===== src/rtl/rrts_pkg.sv =====
// shared types and constants for the round-robin thread scheduler
// slot state codes, command codes, register indexes and the beat structs
// no dependencies
`timescale 1ns / 1ps

package rrts_pkg;

	localparam int STATE_W = 3;
	localparam int RUN_W   = 4;
	localparam int MASK_W  = 16;
	localparam int CFG_W   = 16;

	// slot state codes
	localparam logic [STATE_W-1:0] ST_EMPTY = 3'd0;
	localparam logic [STATE_W-1:0] ST_NEW   = 3'd1;
	localparam logic [STATE_W-1:0] ST_READY = 3'd2;
	localparam logic [STATE_W-1:0] ST_RUN   = 3'd3;
	localparam logic [STATE_W-1:0] ST_SLEEP = 3'd4;
	localparam logic [STATE_W-1:0] ST_DEAD  = 3'd5;

	// command codes
	localparam logic [1:0] FN_TICK  = 2'd0;
	localparam logic [1:0] FN_ADD   = 2'd1;
	localparam logic [1:0] FN_SLEEP = 2'd2;
	localparam logic [1:0] FN_KILL  = 2'd3;

	// register indexes
	localparam logic REG_SLICE_TICKS = 1'b0;
	localparam logic REG_IDLE_SLOT   = 1'b1;

	localparam logic [CFG_W-1:0] SLICE_TICKS_RESET = 16'd10;
	localparam logic [3:0]       IDLE_SLOT_RESET   = 4'd0;

	typedef struct packed {
		logic [1:0]  func;
		logic [3:0]  slot;
		logic [31:0] wake_at;
		logic [31:0] uptime;
	} item_t;

	typedef struct packed {
		logic              switched;
		logic [RUN_W-1:0]  run_slot;
		logic              fresh_start;
		logic              fell_to_idle;
		logic [MASK_W-1:0] reclaimed_mask;
		logic              no_thread;
	} result_t;

endpackage


===== src/rtl/rrts_ram.sv =====
// generic single-port-write, single-port-read ram with registered read data
// used for the slot state and wake time tables; no dependencies
`timescale 1ns / 1ps

module rrts_ram #(
	parameter int WIDTH = 8,
	parameter int DEPTH = 16
) (
	input  logic                     clk,
	input  logic                     we,
	input  logic [$clog2(DEPTH)-1:0] waddr,
	input  logic [WIDTH-1:0]         wdata,
	input  logic [$clog2(DEPTH)-1:0] raddr,
	output logic [WIDTH-1:0]         rdata
);

	logic [WIDTH-1:0] mem [DEPTH];

	always_ff @(posedge clk) begin
		if (we) begin
			mem[waddr] <= wdata;
		end
		rdata <= mem[raddr];
	end

endmodule


===== src/rtl/round_robin_thread_scheduler.sv =====
// round-robin time-slice thread scheduler, state held in two rams (slot state, wake time)
// add answers the cycle after acceptance; in-range sleep and kill first read in S_OPRD
// a tick with a running thread reads in S_TRD; a switching one scans one slot per cycle
// a new command is taken in the cycle its predecessor's result is shown
// reset empties every slot at once through per-slot valid bits, no clearing pass;
// slice_ticks resets to 10 and idle_slot to 0; results cannot be stalled
`timescale 1ns / 1ps

module round_robin_thread_scheduler
	import rrts_pkg::*;
#(
	parameter int THREAD_SLOTS = 16,
	parameter int TIME_WIDTH   = 32
) (
	input  logic             clk,
	input  logic             arst_n,
	input  logic             start,
	output logic             busy,
	input  item_t            item,
	output logic             done,
	output result_t          result,
	input  logic             cfg_we,
	input  logic             cfg_idx,
	input  logic [CFG_W-1:0] cfg_data
);

	localparam int SLOT_W = $clog2(THREAD_SLOTS);
	localparam logic [SLOT_W-1:0] LAST_SLOT = SLOT_W'(THREAD_SLOTS - 1);

	localparam logic [2:0] S_IDLE   = 3'd0;
	localparam logic [2:0] S_OPRD   = 3'd1;
	localparam logic [2:0] S_TRD    = 3'd2;
	localparam logic [2:0] S_SCAN   = 3'd3;
	localparam logic [2:0] S_IDLERD = 3'd4;
	localparam logic [2:0] S_PICK   = 3'd5;

	logic [2:0]              state_q, state_d;
	logic [1:0]              func_q, func_d;
	logic [SLOT_W-1:0]       slot_q, slot_d;
	logic [TIME_WIDTH-1:0]   wake_q, wake_d;
	logic [TIME_WIDTH-1:0]   now_q, now_d;
	logic [SLOT_W-1:0]       running_q, running_d;
	logic                    has_running_q, has_running_d;
	logic [CFG_W-1:0]        count_q, count_d;
	logic [CFG_W-1:0]        slice_ticks_q;
	logic [3:0]              idle_slot_q;
	logic [SLOT_W-1:0]       scan_q, scan_d;
	logic [SLOT_W-1:0]       step_q, step_d;
	logic [MASK_W-1:0]       mask_q, mask_d;
	logic [THREAD_SLOTS-1:0] valid_q;
	logic                    vld_s1;
	logic                    done_q, done_d;
	result_t                 result_q, res_d;

	logic                    st_we;
	logic [SLOT_W-1:0]       st_waddr;
	logic [STATE_W-1:0]      st_wdata;
	logic [STATE_W-1:0]      st_rdata;
	logic                    wk_we;
	logic [TIME_WIDTH-1:0]   wk_rdata;
	logic [SLOT_W-1:0]       rd_addr;
	logic [STATE_W-1:0]      rd_st;
	logic [SLOT_W-1:0]       idle_pick;
	logic                    in_range;

	rrts_ram #(.WIDTH(STATE_W), .DEPTH(THREAD_SLOTS)) u_state_ram (
		.clk   (clk),
		.we    (st_we),
		.waddr (st_waddr),
		.wdata (st_wdata),
		.raddr (rd_addr),
		.rdata (st_rdata)
	);

	rrts_ram #(.WIDTH(TIME_WIDTH), .DEPTH(THREAD_SLOTS)) u_wake_ram (
		.clk   (clk),
		.we    (wk_we),
		.waddr (slot_q),
		.wdata (wake_q),
		.raddr (rd_addr),
		.rdata (wk_rdata)
	);

	// an entry never written since reset reads as empty
	assign rd_st = vld_s1 ? st_rdata : ST_EMPTY;

	assign in_range  = 32'(item.slot) < 32'(THREAD_SLOTS);
	assign idle_pick = (32'(idle_slot_q) < 32'(THREAD_SLOTS)) ? SLOT_W'(idle_slot_q) : '0;

	assign busy   = state_q != S_IDLE;
	assign done   = done_q;
	assign result = result_q;

	function automatic logic [SLOT_W-1:0] dec_slot(input logic [SLOT_W-1:0] s);
		dec_slot = (s == '0) ? LAST_SLOT : s - 1'b1;
	endfunction

	always_comb begin
		logic [MASK_W-1:0] mask_v;
		logic              next_v;

		state_d       = state_q;
		func_d        = func_q;
		slot_d        = slot_q;
		wake_d        = wake_q;
		now_d         = now_q;
		running_d     = running_q;
		has_running_d = has_running_q;
		count_d       = count_q;
		scan_d        = scan_q;
		step_d        = step_q;
		mask_d        = mask_q;
		done_d        = 1'b0;
		res_d         = '0;
		st_we         = 1'b0;
		st_waddr      = slot_q;
		st_wdata      = ST_EMPTY;
		wk_we         = 1'b0;
		rd_addr       = scan_q;
		mask_v        = mask_q;
		next_v        = 1'b0;

		unique case (state_q)
			S_IDLE: begin
				if (start) begin
					func_d = item.func;
					slot_d = SLOT_W'(item.slot);
					wake_d = TIME_WIDTH'(item.wake_at);
					now_d  = TIME_WIDTH'(item.uptime);
					unique case (item.func)
						FN_ADD: begin
							if (in_range) begin
								st_we    = 1'b1;
								st_waddr = SLOT_W'(item.slot);
								st_wdata = ST_NEW;
								if (!has_running_q) begin
									running_d     = SLOT_W'(item.slot);
									has_running_d = 1'b1;
								end
							end
							done_d = 1'b1;
						end
						FN_SLEEP, FN_KILL: begin
							if (in_range) begin
								rd_addr = SLOT_W'(item.slot);
								state_d = S_OPRD;
							end else begin
								done_d = 1'b1;
							end
						end
						FN_TICK: begin
							if (!has_running_q) begin
								res_d.no_thread = 1'b1;
								done_d          = 1'b1;
							end else begin
								rd_addr = running_q;
								state_d = S_TRD;
							end
						end
					endcase
				end
			end
			S_OPRD: begin
				if (func_q == FN_SLEEP) begin
					if (rd_st != ST_EMPTY && rd_st != ST_DEAD) begin
						st_we    = 1'b1;
						st_wdata = ST_SLEEP;
						wk_we    = 1'b1;
					end
				end else if (rd_st != ST_EMPTY) begin
					st_we    = 1'b1;
					st_wdata = ST_DEAD;
				end
				done_d  = 1'b1;
				state_d = S_IDLE;
			end
			S_TRD: begin
				// a sleeping running thread ends its slice at once
				if (rd_st == ST_SLEEP || count_q >= slice_ticks_q) begin
					if (rd_st == ST_NEW || rd_st == ST_READY || rd_st == ST_RUN) begin
						st_we    = 1'b1;
						st_waddr = running_q;
						st_wdata = ST_READY;
					end
					scan_d  = dec_slot(running_q);
					rd_addr = dec_slot(running_q);
					step_d  = SLOT_W'(1);
					mask_d  = '0;
					state_d = S_SCAN;
				end else begin
					count_d = count_q + 1'b1;
					done_d  = 1'b1;
					state_d = S_IDLE;
				end
			end
			S_SCAN: begin
				st_waddr = scan_q;
				unique case (rd_st)
					ST_SLEEP: begin
						if (now_q > wk_rdata) begin
							st_we    = 1'b1;
							st_wdata = ST_RUN;
						end else begin
							next_v = 1'b1;
						end
					end
					ST_DEAD: begin
						st_we    = 1'b1;
						st_wdata = ST_EMPTY;
						if (32'(scan_q) < 32'(MASK_W)) begin
							mask_v[4'(scan_q)] = 1'b1;
						end
						next_v = 1'b1;
					end
					ST_READY, ST_NEW: begin
						st_we    = 1'b1;
						st_wdata = ST_RUN;
					end
					default: begin
						next_v = 1'b1;
					end
				endcase
				mask_d = mask_v;
				if (!next_v) begin
					res_d.switched       = scan_q != running_q;
					res_d.fresh_start    = rd_st == ST_NEW;
					res_d.reclaimed_mask = mask_v;
					running_d = scan_q;
					count_d   = '0;
					done_d    = 1'b1;
					state_d   = S_IDLE;
				end else if (step_q == LAST_SLOT) begin
					// every slot but the running one scanned without a runnable slot
					state_d = S_IDLERD;
				end else begin
					scan_d  = dec_slot(scan_q);
					rd_addr = dec_slot(scan_q);
					step_d  = step_q + 1'b1;
				end
			end
			S_IDLERD: begin
				rd_addr = idle_pick;
				state_d = S_PICK;
			end
			S_PICK: begin
				if (rd_st == ST_NEW || rd_st == ST_READY) begin
					st_we    = 1'b1;
					st_waddr = idle_pick;
					st_wdata = ST_RUN;
				end
				res_d.switched       = idle_pick != running_q;
				res_d.fresh_start    = rd_st == ST_NEW;
				res_d.fell_to_idle   = 1'b1;
				res_d.reclaimed_mask = mask_q;
				running_d = idle_pick;
				count_d   = '0;
				done_d    = 1'b1;
				state_d   = S_IDLE;
			end
			default: begin
				state_d = S_IDLE;
			end
		endcase

		res_d.run_slot = RUN_W'(running_d);
	end

	always_ff @(posedge clk or negedge arst_n) begin
		if (!arst_n) begin
			state_q       <= S_IDLE;
			running_q     <= '0;
			has_running_q <= 1'b0;
			count_q       <= '0;
			slice_ticks_q <= SLICE_TICKS_RESET;
			idle_slot_q   <= IDLE_SLOT_RESET;
			valid_q       <= '0;
			done_q        <= 1'b0;
		end else begin
			state_q       <= state_d;
			running_q     <= running_d;
			has_running_q <= has_running_d;
			count_q       <= count_d;
			done_q        <= done_d;
			if (st_we) begin
				valid_q[st_waddr] <= 1'b1;
			end
			if (cfg_we) begin
				unique case (cfg_idx)
					REG_SLICE_TICKS: slice_ticks_q <= cfg_data;
					REG_IDLE_SLOT:   idle_slot_q   <= cfg_data[3:0];
				endcase
			end
		end
	end

	always_ff @(posedge clk) begin
		func_q <= func_d;
		slot_q <= slot_d;
		wake_q <= wake_d;
		now_q  <= now_d;
		scan_q <= scan_d;
		step_q <= step_d;
		mask_q <= mask_d;
		vld_s1 <= valid_q[rd_addr];
		if (done_d) begin
			result_q <= res_d;
		end
	end

endmodule

===== config.mk =====
export PLATFORM = sky130hd
export DESIGN_NAME = round_robin_thread_scheduler
export DESIGN_NICKNAME = d
export VERILOG_FILES = /design/src/rtl/rrts_pkg.sv /design/src/rtl/rrts_ram.sv /design/src/rtl/round_robin_thread_scheduler.sv
export SDC_FILE = /design/constraint.sdc
export NUM_CORES = 1
export LEC_CHECK = 0
export BUFFER_PORTS_ARGS = -buffer_cell sky130_fd_sc_hd__buf_2
export CORE_ASPECT_RATIO = 1.4
export CORE_UTILIZATION = 50
export CTS_BUF_LIST = sky130_fd_sc_hd__clkbuf_2
export DETAILED_ROUTE_END_ITERATION = 8
export HOLD_SLACK_MARGIN = 0.06
export PLACE_DENSITY = 0.67
export RECOVER_POWER = 25
export SETUP_SLACK_MARGIN = 0.1
export SKIP_LAST_GASP = 1
export SLEW_MARGIN = 30
export SYNTH_ARGS = -nofsm -noshare
export SYNTH_HDL_FRONTEND = slang
export SYNTH_HIERARCHICAL = 1
export SYNTH_SLANG_ARGS = --single-unit

===== constraint.sdc =====
create_clock -name clk -period 9.85 [get_ports clk]
set_input_delay 0.4925 -clock clk [delete_from_list [all_inputs] [get_ports clk]]
set_output_delay 0.4925 -clock clk [all_outputs]
set_load 0.005 [all_outputs]

[After elaboration in Yosys (flattened, before gate mapping)]
Memory sizes are Yosys's and may differ from the RTL's. A register that Yosys moved wholly into a read port is not among the register bits.
Index checks and enable logic that the tools add are counted.
Storage, ports and cells
  register bits: 180
  memory bits (writable): 560
  bits of input ports: 91
  memories: 2
Operators by class
  add/subtract/negate cells: 4
  magnitude comparators: 7
  eq/ne operators: 27
  multiplexer cells: 89
  bitwise gates (word level): 3
  reductions and logical operators: 27
Memory list
  u_wake_ram.mem: words 16, bits a word 32, rd ports 1, clocked after Yosys merged registers in 1, wr ports 1, RTL line rrts_ram.sv:17  | logic [WIDTH-1:0] mem [DEPTH];
  u_state_ram.mem: words 16, bits a word 3, rd ports 1, clocked after Yosys merged registers in 1, wr ports 1, RTL line rrts_ram.sv:17
Operators with widths (number)
  16-bit two-way mux: 5
  4-bit two-way mux: 19
  16-bit one-hot mux with 2 select lines: 2
  16-bit one-hot mux with 3 select lines: 1
  32-bit greater-than comparator: 1
  16-bit OR: 2
  4-bit one-hot mux with 4 select lines: 2
  1-bit two-way mux: 29
  3-bit two-way mux: 8
  4-bit one-hot mux with 2 select lines: 3
  16-bit by 1-bit adder with 16-bit output (second input constant): 1
  16-bit >= comparator: 1
  4-bit by 5-bit less-than comparator with 1-bit output (second input constant): 3
  3-bit one-hot mux with 5 select lines: 1
  3-bit by 2-bit equality test with 1-bit output (second input constant): 4
  3-bit equality test (second input constant): 4
  2-bit != test (second input constant): 6
  3-bit one-hot mux with 4 select lines: 1
  4-bit one-hot mux with 3 select lines: 1
  2-bit two-way mux: 5
  3-bit != test (second input constant): 3
  3-bit AND reduction: 3
  3-bit nonzero test: 3
  1-bit demux with 4-bit select: 2
  27 further kinds: 47

[Logic depth before layout (Yosys ltp)]
  depth after elaboration: 12
  mapped depth: 16
  depth with buffers taken out: 13

[Modules after synthesis]
The synthesis kept the hierarchy.
By module, submodules not included
  rrts_ram at u_wake_ram: instances 1, cells an instance 838, area each 19835.3 sq um, seq. area each 16015.4 sq um
  round_robin_thread_scheduler: instances 1, cells an instance 842, area each 9228.9 sq um, seq. area each 5092.4 sq um
  rrts_ram at u_state_ram: instances 1, cells an instance 103, area each 2011.9 sq um, seq. area each 1501.4 sq um

[Least setup slack after synthesis]
OpenSTA, ideal clock, no wires.
  path type: flip-flop to flip-flop
  from: register state_q[0]
  to: memory u_wake_ram/mem[0][0] in the netlist's numbering (enable)
  data arrival time: 4.255 ns
  data required time: 9.389 ns
  slack: 5.134 ns
  stages on the path, launching flop included: 8
  cell sequence: dfrtp_1 > clkbuf_1 > inv_1 > nor2_1 > o2111ai_1 > nor4b_1 > or3b_2 > nor3_1
On the way
  longest elaborated chain between the ends: 4
Ends and longest elaborated chain
  start: declaration: RTL line round_robin_thread_scheduler.sv:37  | logic [2:0] state_q, state_d;
  start signal: assignment: RTL line round_robin_thread_scheduler.sv:279  | state_q <= state_d;
  3-bit by 1-bit equality test with 1-bit output: RTL line round_robin_thread_scheduler.sv:123  | unique case (state_q)
  1-bit two-way mux: RTL line round_robin_thread_scheduler.sv:123
  via wk_we: RTL line round_robin_thread_scheduler.sv:59  | logic wk_we;
  1-bit two-way mux: RTL line rrts_ram.sv:20  | if (we) begin
  1-bit two-way mux (implied by the code): RTL line rrts_ram.sv:21  | mem[waddr] <= wdata;
  end: declaration: RTL line rrts_ram.sv:17
The timed path passes the listed nets, and every way through them passes these cells.

[Worst setup path in the final report]
  from: register u_wake_ram.rdata[15] (read register of u_wake_ram.mem)
  to: register u_wake_ram.rdata[21] (read register of u_wake_ram.mem)
On the way
  longest elaborated chain between the ends: 6
Ends and longest elaborated chain
  start: declaration: RTL line rrts_ram.sv:14  | output logic [WIDTH-1:0] rdata
  32-bit greater-than comparator: RTL line round_robin_thread_scheduler.sv:200  | if (now_q > wk_rdata) begin
  1-bit two-way mux: RTL line round_robin_thread_scheduler.sv:200
  1-bit one-hot mux with 2 select lines: RTL line round_robin_thread_scheduler.sv:198  | unique case (rd_st)
  1-bit two-way mux: RTL line round_robin_thread_scheduler.sv:123
  4-bit two-way mux
  4-bit one-hot mux with 4 select lines: RTL line round_robin_thread_scheduler.sv:123
  via rd_addr[0]: RTL line round_robin_thread_scheduler.sv:61  | logic [SLOT_W-1:0] rd_addr;
The timed path passes the listed nets, and every way through them passes these cells. The select of a mux whose other input is x is not followed.
A chain may end at the register's enable or synchronous reset.

==> flow_metrics.py <==
metrics = {
    "placed_design": {
        "globalplace.congestion": 0.914,
        "hpwlAfterDp_mm": 40.9,
        "dp.cells": 2680,
        "portBuffers": 116,
    },
    "min_path": {
        "hold_depth": 4,
        "worstHoldStart": "cfg_we",
        "min_to": "slice_ticks_q[2]",
        "hp-class": "primary input to flop",
    },
    "drt": {
        "wl_mm": 73.6,
        "drtAntennaViolNets": 0,
        "drc": 0,
        "viasPerCell": 5.70,
        "wl_per_cell_um": 23.0,
        "firstDrtPassIters": 5,
        "vias": 18233,
        "drt_iter0_markers": 1433,
    },
    "die": {
        "die_w_um": 213,
        "core-area_um2": 61200,
        "dieHeight_um": 297,
        "pin_count": 117,
        "dieArea_um2": 63200,
        "start_util": 0.508,
        "rows": 107,
    },
    "sta": {
        "slew_viol_final": 62,
        "finalCritPeriodShare": 0.577,
        "max_freq_ghz": 0.176,
        "holdWs_ns": 0.261,
        "setup_viol": 0,
        "tightest_slew_ns": 3.32,
        "finClkSkew_ns": 0.116,
        "fin_setup_tns_ns": 0,
        "worst_slew_margin_rel": -1.22,
        "rsz0062_at_grt": "no",
        "period_minus_slack_ns": 5.68,
        "hold_viol": 0,
    },
    "cells_and_area": {
        "nets": 2375,
        "final_cell_mix": "edfxtp_1, clkbuf_2, dlygate4sd3_1, mux4_2, nand2_1",
        "layout-drive-gt1-share": 0.256,
        "area_growth_pct": 17.1,
        "layout_commonest_cell": "edfxtp_1",
        "finalNonFillerCells": 3199,
    },
    "run_status": {
        "status": "finished with violations",
        "violations": "max-capacitance violations, max-slew violations",
    },
    "critical_path": {
        "slowest_delay_ns": 0.75,
        "crit_slowest_cell": "buf_4",
        "critPathKind": "flop to flop",
        "worst_setup_path_start_kind": "flop",
        "cp.arrival_ns": 6.92,
        "critPathMaxFanout": 60,
        "rr_endpoint": "u_wake_ram/rdata[21]",
        "crit_buf_inv": 3,
        "r2r-start": "u_wake_ram/rdata[15]",
        "crit_family": "simple AND/OR/NAND/NOR gates",
        "regToRegSetupSlack_ns": 4.17,
        "crit_chain": "inv_1 -> ha_1 -> nand4_1 -> or4_1 -> o2111ai_1 -> a31oi_1 -> or3_4 -> a221oi_4 -> nor2_4 -> inv_8 -> buf_4 -> mux4_2 -> a22oi_1 -> nand2_1",
        "r2r_cells": 14,
        "critical_path_required_ns": 11.09,
        "cp-end-kind": "flop",
    },
    "global_route": {
        "grt_pass1_wl_mm": 111,
        "track_usage": 0.240,
        "grt_max_degree": 149,
        "antenna_found_initial": 2,
        "grt_remaining_overflow": 0,
        "grt_pass1_vias": 18999,
    },
    "clock_tree": {
        "cts_setup_buffers": 0,
        "clockBufferDepth": 3,
        "clock-sinks": 775,
        "cts_repair_resize_count": 0,
        "cts-root-buf": "clkbuf_2",
        "cts_max_level": 4,
        "numCtsBuffers": 175,
        "cts_tree": "done",
        "insertion_delay_ns": 1.41,
        "path_clk_slew_ns": 0.12,
    },
    "power_and_ir_drop": {
        "ir_drop_uv": 119,
        "power.density_nw_per_um2": 213,
        "p_leak_nw": 13.2,
    },
    "logic_synthesis": {
        "syn_area_um2": 31100,
        "synth_edf_count": 678,
        "yosys_register_bits": 775,
        "synth_warnings": 6,
        "synth_top_family_by_area": "multiplexers",
        "synthArstFlopShare": 0.0787,
        "synth_nets": 1931,
        "synthSimpleGateAreaFrac": 0.0476,
        "synth-xor-area-share": 0.00535,
        "synth_fa_ha_area_frac": 0.0229,
        "synth_flop_cell": "edfxtp_1",
        "synth_compound_area_frac": 0.0676,
        "synth_cell_type_count": 69,
        "ys_seq_area_frac": 0.728,
        "syn_inst": 1783,
        "syn_avg_cell_area_um2": 17.4,
        "synthMuxAreaShare": 0.110,
    },
    "job": {
        "max_cap_violations": 1,
    },
}
final cells by class:
class / instances / area, um^2
timing repair buffer: 340 / 2710
multi-input combinational: 866 / 8060
clock inverter: 54 / 322
antenna: 4 / 10.0
fill: 4636 / 24800
clock buffer: 274 / 1370
inverter: 69 / 268
sequential: 775 / 22600
tap: 817 / 1020
sequential cells by signal (all words and copies together) (netlist names), 24 cells and up:
register,cells
u_wake_ram/rdata,32
wake_q,32
result,24
u_wake_ram/mem,512
now_q,32
u_state_ram/mem,48
routing by layer:
metal	vias to the layer above	wire [um]	global-route usage
met5	-	0	0
met4	0	1780	0.0899
met3	142	4720	0.0557
met2	741	39400	0.426
met1	9230	27700	0.280
li1	8120	-	-
worst register-to-register path: stages (launching register included):
cell and delay (ns):
dfxtp_1 0.36, inv_1 0.05, ha_1 0.33, nand4_1 0.24, or4_1 0.65, o2111ai_1 0.39, a31oi_1 0.27, or3_4 0.53
a221oi_4 0.41, nor2_4 0.14, inv_8 0.49, buf_4 0.77, mux4_2 0.67, a22oi_1 0.21, nand2_1 0.08
Yosys cell counts, drive strengths merged, types with 8 or more instances:
cell type  number  area [um^2]
clkbuf         46          173
nand2b         17          106
and2            8         50.1
mux2            9          101
xor2           15          131
mux2i          14          140
and3            8         50.1
nor2           97          372
dfrtp          59         1480
nor2b          11         68.8
ha             57          713
o22ai          11         68.8
a21oi          69          345
nor3           12         60.1
nand3          17         85.1
edfxtp        678        20400
mux4          140         3180
nand2         107          402
buf            27          151
a21o           22          165
o21ai          58          290
a22o           17          149
a22oi          70          531
inv            69          259
nand4          11         75.1
dfxtp          36          721
worst max path at each step:
| stage | from | endpoint | slack, ns | depth (start not counted) |
|---|---|---|---|---|
| floorplan | state_q[0] | u_wake_ram/mem[0][0] | 5.13 | 7 |
| global route | u_wake_ram/rdata[15] | u_wake_ram/rdata[19] | 3.78 | 14 |
| finish | u_wake_ram/rdata[15] | u_wake_ram/rdata[21] | 4.17 | 14 |
| global placement | now_q[15] | u_wake_ram/rdata[26] | 4.11 | 13 |
| detailed placement | now_q[15] | u_wake_ram/rdata[26] | 4.06 | 13 |
| CTS | now_q[15] | u_wake_ram/rdata[27] | 4.04 | 13 |
cells by family (layout without fill, tap and decap cells):
group,count (synthesis),in the layout
other,0,4
XOR/XNOR,19,19
AO/OA/AOI/OAI,311,311
AND/OR/NAND/NOR,316,316
adder cells (fa/ha/maj),57,57
buffers and inverters,142,737
flip-flops,775,775
multiplexers,163,163
per-stage QoR:
stage          total power (W)  utilization  worst slack, ns  instance area [um^2]
2_1_floorplan          0.00518            -             5.13                 31100
3_3_place_gp           0.00565        0.536             4.11                 32800
3_5_place_dp           0.00569        0.536             4.06                 32800
4_1_cts                0.00781        0.595             4.04                 36400
5_1_grt                0.00813        0.595             3.78                 36400
6_report               0.00773        0.595             4.17                 36400
where the power goes:
part	internal, W	switching [W]	leakage, nW
logic	0.000758	0.000928	4.62
registers	0.00382	0.000169	7.26
clock network	0.000823	0.00124	1.28
total	0.00540	0.00234	13.2
what timing repair did:
item                                    in CTS  in global routing
hold buffers                               187                  0
endpoints found under the setup margin       0                  0
endpoints found under the hold margin      199                  0
Note: power is estimated with default switching activity, not from simulation.
